**src/design/bbv_pkg.sv**
```systemverilog
`timescale 1ns / 1ps
// ----------------------------------------------------------------------------
// bbv_pkg: shared types and constants for the Bernstein basis value unit
// Field widths, register codes, controller/datapath command and status.
// ----------------------------------------------------------------------------
package bbv_pkg;

  localparam int ROW_W     = 11;  // row_count register
  localparam int BASIS_W   = 5;   // basis_count register, also order width
  localparam int ROW_IDX_W = 10;  // row_index field
  localparam int COL_W     = 4;   // column_index field
  localparam int VAL_W     = 17;  // basis_value field, Q1.16
  localparam int CFG_IDX_W = 1;
  localparam int CFG_W     = ROW_W;

  localparam int VALUE_MAX = 65536;

  localparam int DEF_MAX_ROWS  = 1024;
  localparam int DEF_MAX_BASIS = 16;
  localparam int DEF_FRAC_BITS = 32;

  localparam int ROW_RESET   = 1024;
  localparam int BASIS_RESET = 16;

  // multiplier operand B is consumed CHUNK_W bits per cycle
  localparam int CHUNK_W     = 24;
  localparam int CHUNK_SEL_W = 2;

  localparam logic [CFG_IDX_W-1:0] CFG_ROW_COUNT   = 1'b0;
  localparam logic [CFG_IDX_W-1:0] CFG_BASIS_COUNT = 1'b1;

  typedef enum logic [1:0] {
    MSRC_T,
    MSRC_U,
    MSRC_C
  } msrc_t;

  typedef struct packed {
    logic                   load;
    logic                   div_step;
    logic                   pas_step;
    logic                   mul_en;
    logic                   mul_first;
    msrc_t                  mul_src;
    logic [CHUNK_SEL_W-1:0] chunk;
    logic                   p_load;
    logic                   out_load;
  } cmd_t;

  typedef struct packed {
    logic               bad;
    logic [COL_W-1:0]   col;
    logic [BASIS_W-1:0] order;
  } stat_t;

  function automatic int chunk_count(input int frac_bits, input int max_basis);
    int mb;
    mb = (frac_bits + 1 > max_basis) ? frac_bits + 1 : max_basis;
    return (mb + CHUNK_W - 1) / CHUNK_W;
  endfunction

endpackage

```
**src/design/bbv_ctrl.sv**
```systemverilog
`timescale 1ns / 1ps
// ----------------------------------------------------------------------------
// bbv_ctrl: sequencer for the Bernstein basis value unit
// Steps the divider, the power chain, the binomial multiply and the output.
// ----------------------------------------------------------------------------
module bbv_ctrl #(
  parameter int FRAC_BITS = bbv_pkg::DEF_FRAC_BITS,
  parameter int NCH       = 2
) (
  input  logic          clk,
  input  logic          rst,
  input  logic          in_valid,
  output logic          in_ready,
  output logic          out_valid,
  input  logic          out_ready,
  input  bbv_pkg::stat_t stat,
  output bbv_pkg::cmd_t  cmd
);

  localparam int CW = $clog2(FRAC_BITS);

  typedef enum logic [2:0] {
    ST_IDLE,
    ST_DIV,
    ST_POW,
    ST_BIN,
    ST_RES
  } state_t;

  state_t                           state;
  logic [CW-1:0]                    cnt;
  logic [bbv_pkg::CHUNK_SEL_W-1:0]  ch;
  logic [bbv_pkg::BASIS_W-1:0]      mcnt;
  logic [bbv_pkg::BASIS_W-1:0]      pcnt;
  logic                             out_valid_q;

  localparam logic [bbv_pkg::CHUNK_SEL_W-1:0] CH_TOP = bbv_pkg::CHUNK_SEL_W'(NCH - 1);

  assign in_ready  = (state == ST_IDLE);
  assign out_valid = out_valid_q;

  always_comb begin
    cmd           = '0;
    cmd.mul_src   = bbv_pkg::MSRC_T;
    cmd.chunk     = ch;
    cmd.load      = in_valid && (state == ST_IDLE);
    cmd.div_step  = (state == ST_DIV) && !stat.bad;
    cmd.pas_step  = ((state == ST_DIV) || (state == ST_POW)) && !stat.bad &&
                    (pcnt < stat.order);
    unique case (state)
      ST_POW: begin
        cmd.mul_en    = 1'b1;
        cmd.mul_first = (ch == CH_TOP);
        cmd.mul_src   = (mcnt < {1'b0, stat.col}) ? bbv_pkg::MSRC_T : bbv_pkg::MSRC_U;
        cmd.p_load    = (ch == '0);
      end
      ST_BIN: begin
        cmd.mul_en    = 1'b1;
        cmd.mul_first = (ch == CH_TOP);
        cmd.mul_src   = bbv_pkg::MSRC_C;
      end
      ST_RES: begin
        cmd.out_load  = !out_valid_q || out_ready;
      end
      default: begin
      end
    endcase
  end

  always_ff @(posedge clk) begin
    if (rst) begin
      state       <= ST_IDLE;
      cnt         <= '0;
      ch          <= '0;
      mcnt        <= '0;
      pcnt        <= '0;
      out_valid_q <= 1'b0;
    end else begin
      if (cmd.out_load) begin
        out_valid_q <= 1'b1;
      end else if (out_valid_q && out_ready) begin
        out_valid_q <= 1'b0;
      end
      if (cmd.pas_step) begin
        pcnt <= pcnt + 1'b1;
      end
      unique case (state)
        ST_IDLE: begin
          if (in_valid) begin
            state <= ST_DIV;
            cnt   <= '0;
            pcnt  <= '0;
          end
        end
        ST_DIV: begin
          if (stat.bad) begin
            state <= ST_RES;
          end else if (cnt == CW'(FRAC_BITS - 1)) begin
            ch   <= CH_TOP;
            mcnt <= '0;
            state <= (stat.order == '0) ? ST_BIN : ST_POW;
          end else begin
            cnt <= cnt + 1'b1;
          end
        end
        ST_POW: begin
          if (ch == '0) begin
            ch <= CH_TOP;
            if (mcnt == stat.order - 1'b1) begin
              state <= ST_BIN;
            end else begin
              mcnt <= mcnt + 1'b1;
            end
          end else begin
            ch <= ch - 1'b1;
          end
        end
        ST_BIN: begin
          if (ch == '0) begin
            state <= ST_RES;
          end else begin
            ch <= ch - 1'b1;
          end
        end
        ST_RES: begin
          if (cmd.out_load) begin
            state <= ST_IDLE;
          end
        end
        default: begin
          state <= ST_IDLE;
        end
      endcase
    end
  end

`ifndef ASSERT_OFF
  // Pascal row must be complete before the binomial is read
  a_pascal_done: assert property (@(posedge clk) disable iff (rst)
    (state == ST_BIN) |-> (pcnt == stat.order))
    else $error("binomial row not finished");

  a_pow_range: assert property (@(posedge clk) disable iff (rst)
    (state == ST_POW) |-> (mcnt < stat.order))
    else $error("power step beyond order");

  a_bad_skip: assert property (@(posedge clk) disable iff (rst)
    (state == ST_DIV && stat.bad) |=> (state == ST_RES))
    else $error("bad index not sent straight to result");

  a_out_free: assert property (@(posedge clk) disable iff (rst)
    cmd.out_load |-> (!out_valid_q || out_ready))
    else $error("output register overwritten");
`endif

endmodule

```
**src/design/bbv_dp.sv**
```systemverilog
`timescale 1ns / 1ps
// ----------------------------------------------------------------------------
// bbv_dp: datapath for the Bernstein basis value unit
// Config registers, restoring divider, Pascal row, chunked multiplier, rounding.
// ----------------------------------------------------------------------------
module bbv_dp #(
  parameter int MAX_ROWS  = bbv_pkg::DEF_MAX_ROWS,
  parameter int MAX_BASIS = bbv_pkg::DEF_MAX_BASIS,
  parameter int FRAC_BITS = bbv_pkg::DEF_FRAC_BITS,
  parameter int NCH       = 2
) (
  input  logic                              clk,
  input  logic                              rst,
  input  logic                              cfg_we,
  input  logic [bbv_pkg::CFG_IDX_W-1:0]     cfg_index,
  input  logic [bbv_pkg::CFG_W-1:0]         cfg_data,
  input  logic [bbv_pkg::ROW_IDX_W-1:0]     row_index,
  input  logic [bbv_pkg::COL_W-1:0]         column_index,
  output logic [bbv_pkg::VAL_W-1:0]         basis_value,
  output logic                              bad_index,
  input  bbv_pkg::cmd_t                     cmd,
  output bbv_pkg::stat_t                    stat
);

  localparam int ROW_W  = bbv_pkg::ROW_W;
  localparam int BAS_W  = bbv_pkg::BASIS_W;
  localparam int PW     = FRAC_BITS + 1;
  localparam int CH_W   = bbv_pkg::CHUNK_W;
  localparam int BP     = NCH * CH_W;
  localparam int AW     = PW + BP;
  localparam int BIN_W  = MAX_BASIS;
  localparam int IDX_W  = (MAX_BASIS > 1) ? $clog2(MAX_BASIS) : 1;
  localparam int SH     = FRAC_BITS - 16;
  localparam logic [PW-1:0] ONE  = PW'(1) << FRAC_BITS;
  localparam logic [AW:0]   HALF = ((AW + 1)'(1) << SH) >> 1;

  logic [ROW_W-1:0]          row_count_q;
  logic [BAS_W-1:0]          basis_count_q;
  logic [ROW_W-1:0]          rows_eff;
  logic [BAS_W-1:0]          k_eff;
  logic [ROW_W-1:0]          d_in;
  logic                      q0;

  logic [ROW_W-1:0]          d_q;
  logic [ROW_W-1:0]          rem;
  logic [bbv_pkg::COL_W-1:0] col_q;
  logic [BAS_W-1:0]          ord_q;
  logic                      bad_q;
  logic [PW-1:0]             t_q;
  logic [PW-1:0]             u;
  logic [PW-1:0]             p_q;
  logic [AW-1:0]             acc;
  logic [BIN_W-1:0]          pas [MAX_BASIS];

  logic [ROW_W:0]            rem2;
  logic                      ge;
  logic [BP-1:0]             b_full;
  logic [CH_W-1:0]           chunk;
  logic [PW+CH_W-1:0]        prodp;
  logic [AW-1:0]             acc_next;
  logic [AW:0]               rnd;
  logic [AW:0]               vfull;
  logic [bbv_pkg::VAL_W-1:0] val;

  // config registers
  always_ff @(posedge clk) begin
    if (rst) begin
      row_count_q   <= ROW_W'(bbv_pkg::ROW_RESET);
      basis_count_q <= BAS_W'(bbv_pkg::BASIS_RESET);
    end else if (cfg_we) begin
      unique case (cfg_index)
        bbv_pkg::CFG_ROW_COUNT:   row_count_q   <= cfg_data;
        bbv_pkg::CFG_BASIS_COUNT: basis_count_q <= cfg_data[BAS_W-1:0];
        default: begin
        end
      endcase
    end
  end

  always_comb begin
    if (row_count_q < ROW_W'(2)) begin
      rows_eff = ROW_W'(2);
    end else if (32'(row_count_q) > MAX_ROWS) begin
      rows_eff = ROW_W'(MAX_ROWS);
    end else begin
      rows_eff = row_count_q;
    end
    if (basis_count_q == '0) begin
      k_eff = BAS_W'(1);
    end else if (32'(basis_count_q) > MAX_BASIS) begin
      k_eff = BAS_W'(MAX_BASIS);
    end else begin
      k_eff = basis_count_q;
    end
  end

  assign d_in = rows_eff - 1'b1;
  assign q0   = ({1'b0, row_index} >= d_in);

  // divider step: t = (j << FRAC_BITS) / (rows-1), one quotient bit a cycle
  assign rem2 = {rem, 1'b0};
  assign ge   = (rem2 >= {1'b0, d_q});
  assign u    = ONE - t_q;

  always_comb begin
    case (cmd.mul_src)
      bbv_pkg::MSRC_T: b_full = BP'(t_q);
      bbv_pkg::MSRC_U: b_full = BP'(u);
      bbv_pkg::MSRC_C: b_full = BP'(pas[IDX_W'(col_q)]);
      default:         b_full = '0;
    endcase
  end

  assign chunk    = b_full[cmd.chunk*CH_W +: CH_W];
  assign prodp    = p_q * chunk;
  assign acc_next = (cmd.mul_first ? '0 : (acc << CH_W)) + AW'(prodp);

  always_ff @(posedge clk) begin
    if (cmd.load) begin
      d_q   <= d_in;
      col_q <= column_index;
      ord_q <= k_eff - 1'b1;
      bad_q <= ({1'b0, row_index} >= rows_eff) || ({1'b0, column_index} >= k_eff);
      rem   <= ROW_W'({1'b0, row_index} - (q0 ? d_in : '0));
      t_q   <= PW'(q0);
      p_q   <= ONE;
    end else begin
      if (cmd.div_step) begin
        rem <= ROW_W'(ge ? rem2 - {1'b0, d_q} : rem2);
        t_q <= {t_q[PW-2:0], ge};
      end
      if (cmd.p_load) begin
        p_q <= acc_next[FRAC_BITS +: PW];
      end
    end
    if (cmd.mul_en) begin
      acc <= acc_next;
    end
  end

  // Pascal row built in place: C(order, k) after order steps
  always_ff @(posedge clk) begin
    if (cmd.load) begin
      for (int k = 0; k < MAX_BASIS; k++) begin
        pas[k] <= (k == 0) ? BIN_W'(1) : '0;
      end
    end else if (cmd.pas_step) begin
      for (int k = 1; k < MAX_BASIS; k++) begin
        pas[k] <= pas[k] + pas[k-1];
      end
    end
  end

  // round half up to Q1.16, saturate at 1.0
  assign rnd   = {1'b0, acc} + HALF;
  assign vfull = rnd >> SH;
  assign val   = (vfull > (AW + 1)'(bbv_pkg::VALUE_MAX)) ?
                 bbv_pkg::VAL_W'(bbv_pkg::VALUE_MAX) : vfull[bbv_pkg::VAL_W-1:0];

  always_ff @(posedge clk) begin
    if (cmd.out_load) begin
      basis_value <= bad_q ? '0 : val;
      bad_index   <= bad_q;
    end
  end

  assign stat.bad   = bad_q;
  assign stat.col   = col_q;
  assign stat.order = ord_q;

endmodule

```
**src/design/bernstein_basis_value.sv**
```systemverilog
`timescale 1ns / 1ps
// ----------------------------------------------------------------------------
// bernstein_basis_value: one entry of a Bernstein basis matrix
// Returns C(order,i) * t^i * (1-t)^(order-i), t = j/(rows-1), as Q1.16.
// ----------------------------------------------------------------------------
// Channel   Handshake             Payload
// in        in_valid/in_ready     row_index[9:0], column_index[3:0]
// out       out_valid/out_ready   basis_value[16:0], bad_index
// cfg       cfg_we                cfg_index[0], cfg_data[10:0]
//
// An item passes through the bit-serial divider, the chunked power multiplier
// and the binomial multiply between acceptance and output valid; the multiplier
// takes operand B in NCH = ceil(max(FRAC_BITS + 1, MAX_BASIS) / 24) chunks.
// A bad index skips the divider, power and binomial steps and goes straight
// to the result.
// A new request is taken while the previous result waits in the output
// register; a stalled output holds the next result in the datapath while the sequencer waits in its result state.
// Synchronous reset restores row_count 1024 and basis_count 16.
// ----------------------------------------------------------------------------
module bernstein_basis_value #(
  parameter int MAX_ROWS  = bbv_pkg::DEF_MAX_ROWS,
  parameter int MAX_BASIS = bbv_pkg::DEF_MAX_BASIS,
  parameter int FRAC_BITS = bbv_pkg::DEF_FRAC_BITS
) (
  input  logic                           clk,
  input  logic                           rst,
  input  logic                           cfg_we,
  input  logic [bbv_pkg::CFG_IDX_W-1:0]  cfg_index,
  input  logic [bbv_pkg::CFG_W-1:0]      cfg_data,
  input  logic                           in_valid,
  output logic                           in_ready,
  input  logic [bbv_pkg::ROW_IDX_W-1:0]  row_index,
  input  logic [bbv_pkg::COL_W-1:0]      column_index,
  output logic                           out_valid,
  input  logic                           out_ready,
  output logic [bbv_pkg::VAL_W-1:0]      basis_value,
  output logic                           bad_index
);

  localparam int NCH = bbv_pkg::chunk_count(FRAC_BITS, MAX_BASIS);

  bbv_pkg::cmd_t  cmd;
  bbv_pkg::stat_t stat;

  bbv_ctrl #(
    .FRAC_BITS (FRAC_BITS),
    .NCH       (NCH)
  ) u_ctrl (
    .clk       (clk),
    .rst       (rst),
    .in_valid  (in_valid),
    .in_ready  (in_ready),
    .out_valid (out_valid),
    .out_ready (out_ready),
    .stat      (stat),
    .cmd       (cmd)
  );

  bbv_dp #(
    .MAX_ROWS  (MAX_ROWS),
    .MAX_BASIS (MAX_BASIS),
    .FRAC_BITS (FRAC_BITS),
    .NCH       (NCH)
  ) u_dp (
    .clk          (clk),
    .rst          (rst),
    .cfg_we       (cfg_we),
    .cfg_index    (cfg_index),
    .cfg_data     (cfg_data),
    .row_index    (row_index),
    .column_index (column_index),
    .basis_value  (basis_value),
    .bad_index    (bad_index),
    .cmd          (cmd),
    .stat         (stat)
  );

endmodule

```
**config.mk**
```make
export PLATFORM = sky130hd
export DESIGN_NAME = bernstein_basis_value
export DESIGN_NICKNAME = d
export VERILOG_FILES = /design/src/design/bbv_pkg.sv /design/src/design/bbv_ctrl.sv /design/src/design/bbv_dp.sv /design/src/design/bernstein_basis_value.sv
export SDC_FILE = /design/constraint.sdc
export NUM_CORES = 2
export LEC_CHECK = 0
export BUFFER_PORTS_ARGS = -buffer_cell sky130_fd_sc_hd__buf_2
export CAP_MARGIN = 20
export CORE_MARGIN = 4
export CORE_UTILIZATION = 58
export CTS_BUF_LIST = sky130_fd_sc_hd__clkbuf_8
export DETAILED_ROUTE_END_ITERATION = 7
export PLACE_DENSITY = 0.77
export SYNTH_ARGS = -nofsm -noshare
export SYNTH_HDL_FRONTEND = slang
export SYNTH_SLANG_ARGS = --single-unit
```
**constraint.sdc**
```tcl
create_clock -name clk -period 13.34 [get_ports clk]
set_input_delay 2.668 -clock clk [delete_from_list [all_inputs] [get_ports clk]]
set_output_delay 2.668 -clock clk [all_outputs]
set_load 0.01 [all_outputs]
```
# == Yosys cells after proc, flatten, opt, wreduce, memory -nomap -nowiden ==
# Memory sizes are Yosys's and may differ from the RTL's. A register that Yosys moved wholly into a read port is not among the register bits.
# Index checks and enable logic that the tools add are counted.
# op_classes
add_sub_neg,27
multipliers,2
div_mod_pow,0
magnitude_cmp,10
eq_ne,20
n_shift,1
muxes,66
bitwise_logic,16
reduce_logical,27
# ops
op,count
adder 16 bit,15
2-to-1 mux 16 bit,15
case mux 33 bit (3 select lines),1
"adder 81 x 16 -> 82 bit, second input constant",1
adder 81 x 57 -> 81 bit,1
2-to-1 mux 81 bit,1
"greater-than comparator 66 x 17 -> 1 bit, second input constant",1
2-to-1 mux 11 bit,6
2-to-1 mux 5 bit,12
multiplier 33 x 24 -> 57 bit,1
indexed part select 48 x 8 -> 24 bit,1
"subtractor 33 bit, first input constant",1
greater-or-equal comparator 10 x 11 -> 1 bit,2
2-to-1 mux 3 bit,7
case mux 5 bit (2 select lines),2
"!= test 2 bit, second input constant",9
2-to-1 mux 17 bit,1
"adder 5 x 1 -> 5 bit, second input constant",3
bitwise OR 1 bit,15
case mux 3 bit (5 select lines),1
2-to-1 mux 1 bit,13
greater-or-equal comparator 12 x 11 -> 1 bit,1
"greater-than comparator 11 bit, second input constant",1
"less-than comparator 11 x 2 -> 1 bit, second input constant",1
other kinds (37),57
# totals
regBits,234
latch_bits,0
ramBits,256
mem_bits_ro,0
in_bits,31
output_inout_bits,20
memories,1
# mem_list
name,words,word_bits,rd,rd_clocked_by_memory_dff,wr,line_no,rtl
u_dp.pas,16,16,17,1,16,bbv_dp.sv:53,logic [BIN_W-1:0] pas [MAX_BASIS];

# == Depth between registers and ports, before layout ==
# logic_depth
depth_word,8
ltp_mapped,40
mapped_depth_nobuf,37

# == Modules after synthesis ==
# Synthesis repeated with hierarchy kept, for this count alone.
# hier_totals
cells_unflattened,6542
hier_area_um2,60098.9
# modules_own_cells
mod,instances,cells_per_inst,area_each_um2
bbv_dp,1,6363,58635.0
bbv_ctrl,1,179,1463.9

# == Worst setup path after synthesis ==
# Ideal clock, no wire load.
# synth_timing
path_kind,register to register
start,reg u_ctrl.state[1]
end,reg u_dp.p_q[26]
arrival_time_ns,12.719
t_required_ns,13.266
setup_slack_ns,0.547
path_stages_with_launch,36
n_path_buf,6
cell_sequence,dfxtp_1 > clkbuf_1 > nor2b_1 > nor2b_1 > buf_1 > o31ai_1 > clkbuf_1 > buf_1 > nor2_1 > o21ai_0 > a221oi_1 > clkbuf_1 > nand2_1 > fa_1 > inv_1 > fa_1 > inv_1 > fa_1 > fa_1 > inv_1 > fa_1 > fa_1 > inv_1 > fa_1 > inv_1 > ha_1 > clkbuf_1 > nand2_1 > o21ai_0 > nor2_1 > a31o_2 > o21a_1 > a22o_1 > o41a_1 > or4_1 > a31oi_1
# synth_between
elab_chain_cells,7
# synth_rtl
element,line_no,rtl
"start, declared",bbv_ctrl.sv:30,state_t state;
"start signal, assigned",bbv_ctrl.sv:101,state <= (stat.order == '0) ? ST_BIN : ST_POW;
equality test 3 x 2 -> 1 bit,bbv_ctrl.sv:50,unique case (state)
case mux 4 bit (2 select lines),bbv_ctrl.sv:50,
"equality test 2 bit, or another cell as far along",bbv_dp.sv:106,case (cmd.mul_src)
case mux 33 bit (3 select lines),bbv_dp.sv:106,
indexed part select 48 x 8 -> 24 bit,bbv_dp.sv:114,assign chunk = b_full[cmd.chunk*CH_W +: CH_W];
multiplier 33 x 24 -> 57 bit,bbv_dp.sv:115,assign prodp = p_q * chunk;
adder 81 x 57 -> 81 bit,bbv_dp.sv:116,assign acc_next = (cmd.mul_first ? '0 : (acc << CH_W)) + AW'(prodp);
"end signal, assigned",bbv_dp.sv:133,p_q <= acc_next[FRAC_BITS +: PW];
"end, declared",bbv_dp.sv:51,logic [PW-1:0] p_q;
# Parallel ways exist; a longest one is shown, timed or not.
# A chain may end at the register's enable or synchronous reset.

# == Worst setup path after layout ==
# layout_timing
start,reg u_dp.t_q[0]
end,reg u_dp.acc[62] (data pin)
# layout_between
elab_chain_cells,5
# layout_rtl
element,line_no,rtl
"start, declared",bbv_dp.sv:49,logic [PW-1:0] t_q;
"start signal, assigned",bbv_dp.sv:125,t_q <= PW'(q0);
"start signal, assigned",bbv_dp.sv:130,"t_q <= {t_q[PW-2:0], ge};"
subtractor 33 bit,bbv_dp.sv:103,assign u = ONE - t_q;
case mux 33 bit (3 select lines) *,bbv_dp.sv:106,
indexed part select 48 x 8 -> 24 bit *,bbv_dp.sv:114,
multiplier 33 x 24 -> 57 bit *,bbv_dp.sv:115,
adder 81 x 57 -> 81 bit *,bbv_dp.sv:116,
named net u_dp.acc_next[62],bbv_dp.sv:60,logic [AW-1:0] acc_next;
"end signal, assigned",bbv_dp.sv:137,acc <= acc_next;
"end, declared",bbv_dp.sv:52,logic [AW-1:0] acc;
# The timed path passes the listed nets; every way through them passes the cells marked *.

==> metrics.cfg <==
[critical_path]
worstPathArrival_ps=12060
critPathKind=reg -> reg
setup.worst_path.start=u_dp.t_q[0]
ff2ff_path_depth=36
reg2reg_to=u_dp.acc[62]
crit_top_cell=fa_1
start_kind=flop
slowest_delay_ps=580
critPathCaptureType=flop
slowest_stage=fa_1
crit_fanout=33
r2r_slack_ps=1760
reg2reg_from=u_dp.t_q[0]
crit_required_ps=13820

[sta]
finClkSkew_ps=54.76
slew-limit-headroom_pct=21.15
fmax_mhz=86.38
period_share_pct=86.78
rsz0062_at_grt=no
setup_tns_ps=0
whs_ps=459.0
setup_viol=0
finalHoldViolCount=0
slew_violations=0
tightest_slew_ps=1181
period_needed_ps=11580

[clock_tree]
cts_hold_buf=0
path_clk_slew_ps=70
clock-sinks=478
cts-resized-gates=0
cts_root_buffer=clkbuf_8
cts_tree=built
insertion_delay_ps=750
post_cts_buffers=0
clk_path_buf_depth=3
htree_levels=3
numCtsBuffers=87

[route]
via_per_inst=5.896
wl_per_cell_um=20.30
drt-initial-drc-count=3998
wl_met3_um=12960
maxUsedRoutingLayer=met5
route.detailed.drc=0
dr.pass1.iters=6
wl_met2_um=76180
ant_nets=0
num_vias=46798
totalWireLength_um=161100
met1_length_um=65210

[synthesis]
synth.avg_cell_area_um2=9.122
ys.flop_type=edfxtp_1
synth_cells=6569
yosys.area.top_type_share_pct=24.42
yosys_warnings=0
netlist_area_um2=59920
synth_common_cells=1,041 x inv_1, 853 x nand2_1, 731 x fa_1
yosysMostFrequentCell=inv_1
yosysTopAreaCell=fa_1
synth_edf_count=372
ys_types=89
synthArstFlopShare_pct=0
synth.area.top_cells=fa_1 24%, edfxtp_1 19%, ha_1 10%
seq_area_frac_synth_pct=22.18
synth_nets=7809
ys_ff_latch=478

[run_status]
status=finished clean

[grt]
grt_max_degree=96
grt_pass1_vias=48125
grt_pass1_wl_um=259400
track_usage_pct=30.23
gr-total-overflow=0
grt_antenna_before_repair=4

[floorplanning]
dieWidth_um=329.4
io_pins=51
coreArea_um2=102200
rows=117
start_util_pct=58.64
die_area_um2=108500
fp.dieH_um=329.4

[place]
place_inst=7770
place_congestion=0.9668
hpwl_um=123400
io_buffers=50

[cells_and_area]
fin_util_pct=61.98
nets=7733
drive_gt1_share_pct=6.181
final_cells=7937
syn_to_final_growth_pct=5.696

[power_and_ir_drop]
power.leakage_uw=0.02891
vdd_drop_max_uv=131.8
power_uw=6615
powerDensity_nw_per_um2=104.4

[worst_hold_path]
whs_path_depth=2
min_to=u_dp.p_q[23]
min-delay-start=u_dp.p_q[23]
hold_path.class=reg -> reg

[job]
cap_violations=0

==> sequential cells by signal, indices dropped and copies added (netlist names), named ones only <==
signal,flops
u_dp.acc,81
u_ctrl.mcnt,5
u_dp.p_q,33
u_dp.basis_value,17
u_ctrl.pcnt,5
u_dp.d_q,11
u_dp.bad_q,1
u_dp.row_count_q,11
u_dp.pas,240
u_ctrl.cnt,5
u_ctrl.ch,2
u_dp.rem,11
u_dp.col_q,4
u_dp.t_q,33
u_dp.bad_index,1
u_dp.basis_count_q,5
u_ctrl.out_valid,1
u_ctrl.state,3
u_dp.ord_q,5
==> cell type report <==
cell class / instances / area, um^2
Inverter: 1041 / 3913
Fill cell: 8655 / 38840
Clock buffer: 105 / 1445
Tap cell: 1368 / 1712
Clock inverter: 59 / 367.9
Sequential cell: 478 / 13300
Timing Repair Buffer: 132 / 890.9
Antenna cell: 1 / 2.502
Multi-Input combinational cell: 4753 / 41710
==> cell families (layout without fill, tap and decap cells) <==
family                   after synthesis  count (layout)  share of synthesized area (%)
XOR/XNOR                             326             326                          4.765
multiplexers                          95              95                          2.881
AO/OA/AOI/OAI                        894             894                          9.538
adder cells (fa/ha/maj)             1209            1209                          34.40
AND/OR/NAND/NOR                     2229            2229                          17.71
flip-flops                           478             478                          22.18
buffers and inverters               1338            1337                          8.517
other                                  0               1                              0
==> worst max-delay path by stage <==
stage                   end  cells past startpoint
6_report       u_dp.acc[62]                     36
5_1_grt        u_dp.acc[78]                     36
4_1_cts        u_dp.acc[78]                     36
3_5_place_dp   u_dp.acc[78]                     36
3_3_place_gp   u_dp.acc[62]                     36
2_1_floorplan  u_dp.p_q[26]                     35
==> critical path, delay by kind of cell, from the launching register on <==
family                   cells  cell delay (ps)
AO/OA/AOI/OAI                7             1930
XOR/XNOR                     1              180
adder cells (fa/ha/maj)      9             4310
buffers and inverters        7              790
flip-flops                   1              420
AND/OR/NAND/NOR             12             3620
==> routing by layer <==
layer | up-vias | global-route usage [%]
li1 | 21309 | -
met1 | 23243 | 39.49
met2 | 1874 | 50.06
met3 | 370 | 6.006
met4 | 2 | 11.44
met5 | - | 0.2218
==> power by group <==
| part | switching, uW | total (uW) | internal (uW) |
|---|---|---|---|
| Sequential | 250 | 2270 | 2020 |
| Combinational | 1590 | 2870 | 1280 |
| Clock | 691 | 1470 | 781 |
| Total | 2530 | 6620 | 4080 |
==> cell usage in the layout (no fill, tap or decap), types with 12 or more instances in the layout <==
cell type | Yosys | final
inv_1 | 1041 | 1070
nand2_1 | 853 | 852
fa_1 | 731 | 731
ha_1 | 478 | 478
nor2_1 | 432 | 418
edfxtp_1 | 372 | 372
and2_1 | 368 | 368
a21oi_1 | 304 | 301
xnor2_1 | 181 | 181
o21ai_0 | 166 | 166
xor2_1 | 145 | 145
nor3_1 | 119 | 118
clkbuf_8 | 0 | 105
dfxtp_1 | 106 | 104
a21o_1 | 103 | 103
nand3_1 | 102 | 102
buf_4 | 12 | 80
mux4_2 | 60 | 60
nor2b_1 | 59 | 58
and3_1 | 54 | 54
nand4_1 | 53 | 53
or3_1 | 52 | 52
buf_2 | 17 | 50
a211oi_1 | 35 | 34
a31oi_1 | 33 | 33
nand2b_1 | 33 | 33
o21bai_1 | 29 | 29
nor4_1 | 26 | 26
a21boi_0 | 24 | 24
a22o_1 | 22 | 22
o31ai_1 | 21 | 20
mux2_2 | 20 | 20
o21a_1 | 17 | 17
or2_2 | 15 | 15
mux2i_1 | 15 | 15
a41oi_1 | 13 | 13
o211ai_1 | 13 | 13
o41ai_1 | 13 | 13
or4_1 | 12 | 12
==> per-stage QoR <==
stage / setup slack (ps) / instance area, um^2
after floorplan: 546.6 / 59920
after global placement: 2044 / 61480
after detailed placement: 1849 / 61480
after CTS: 1782 / 63290
after global routing: 1238 / 63340
final: 1764 / 63340
No activity file was read; power rests on OpenSTA's default activity.
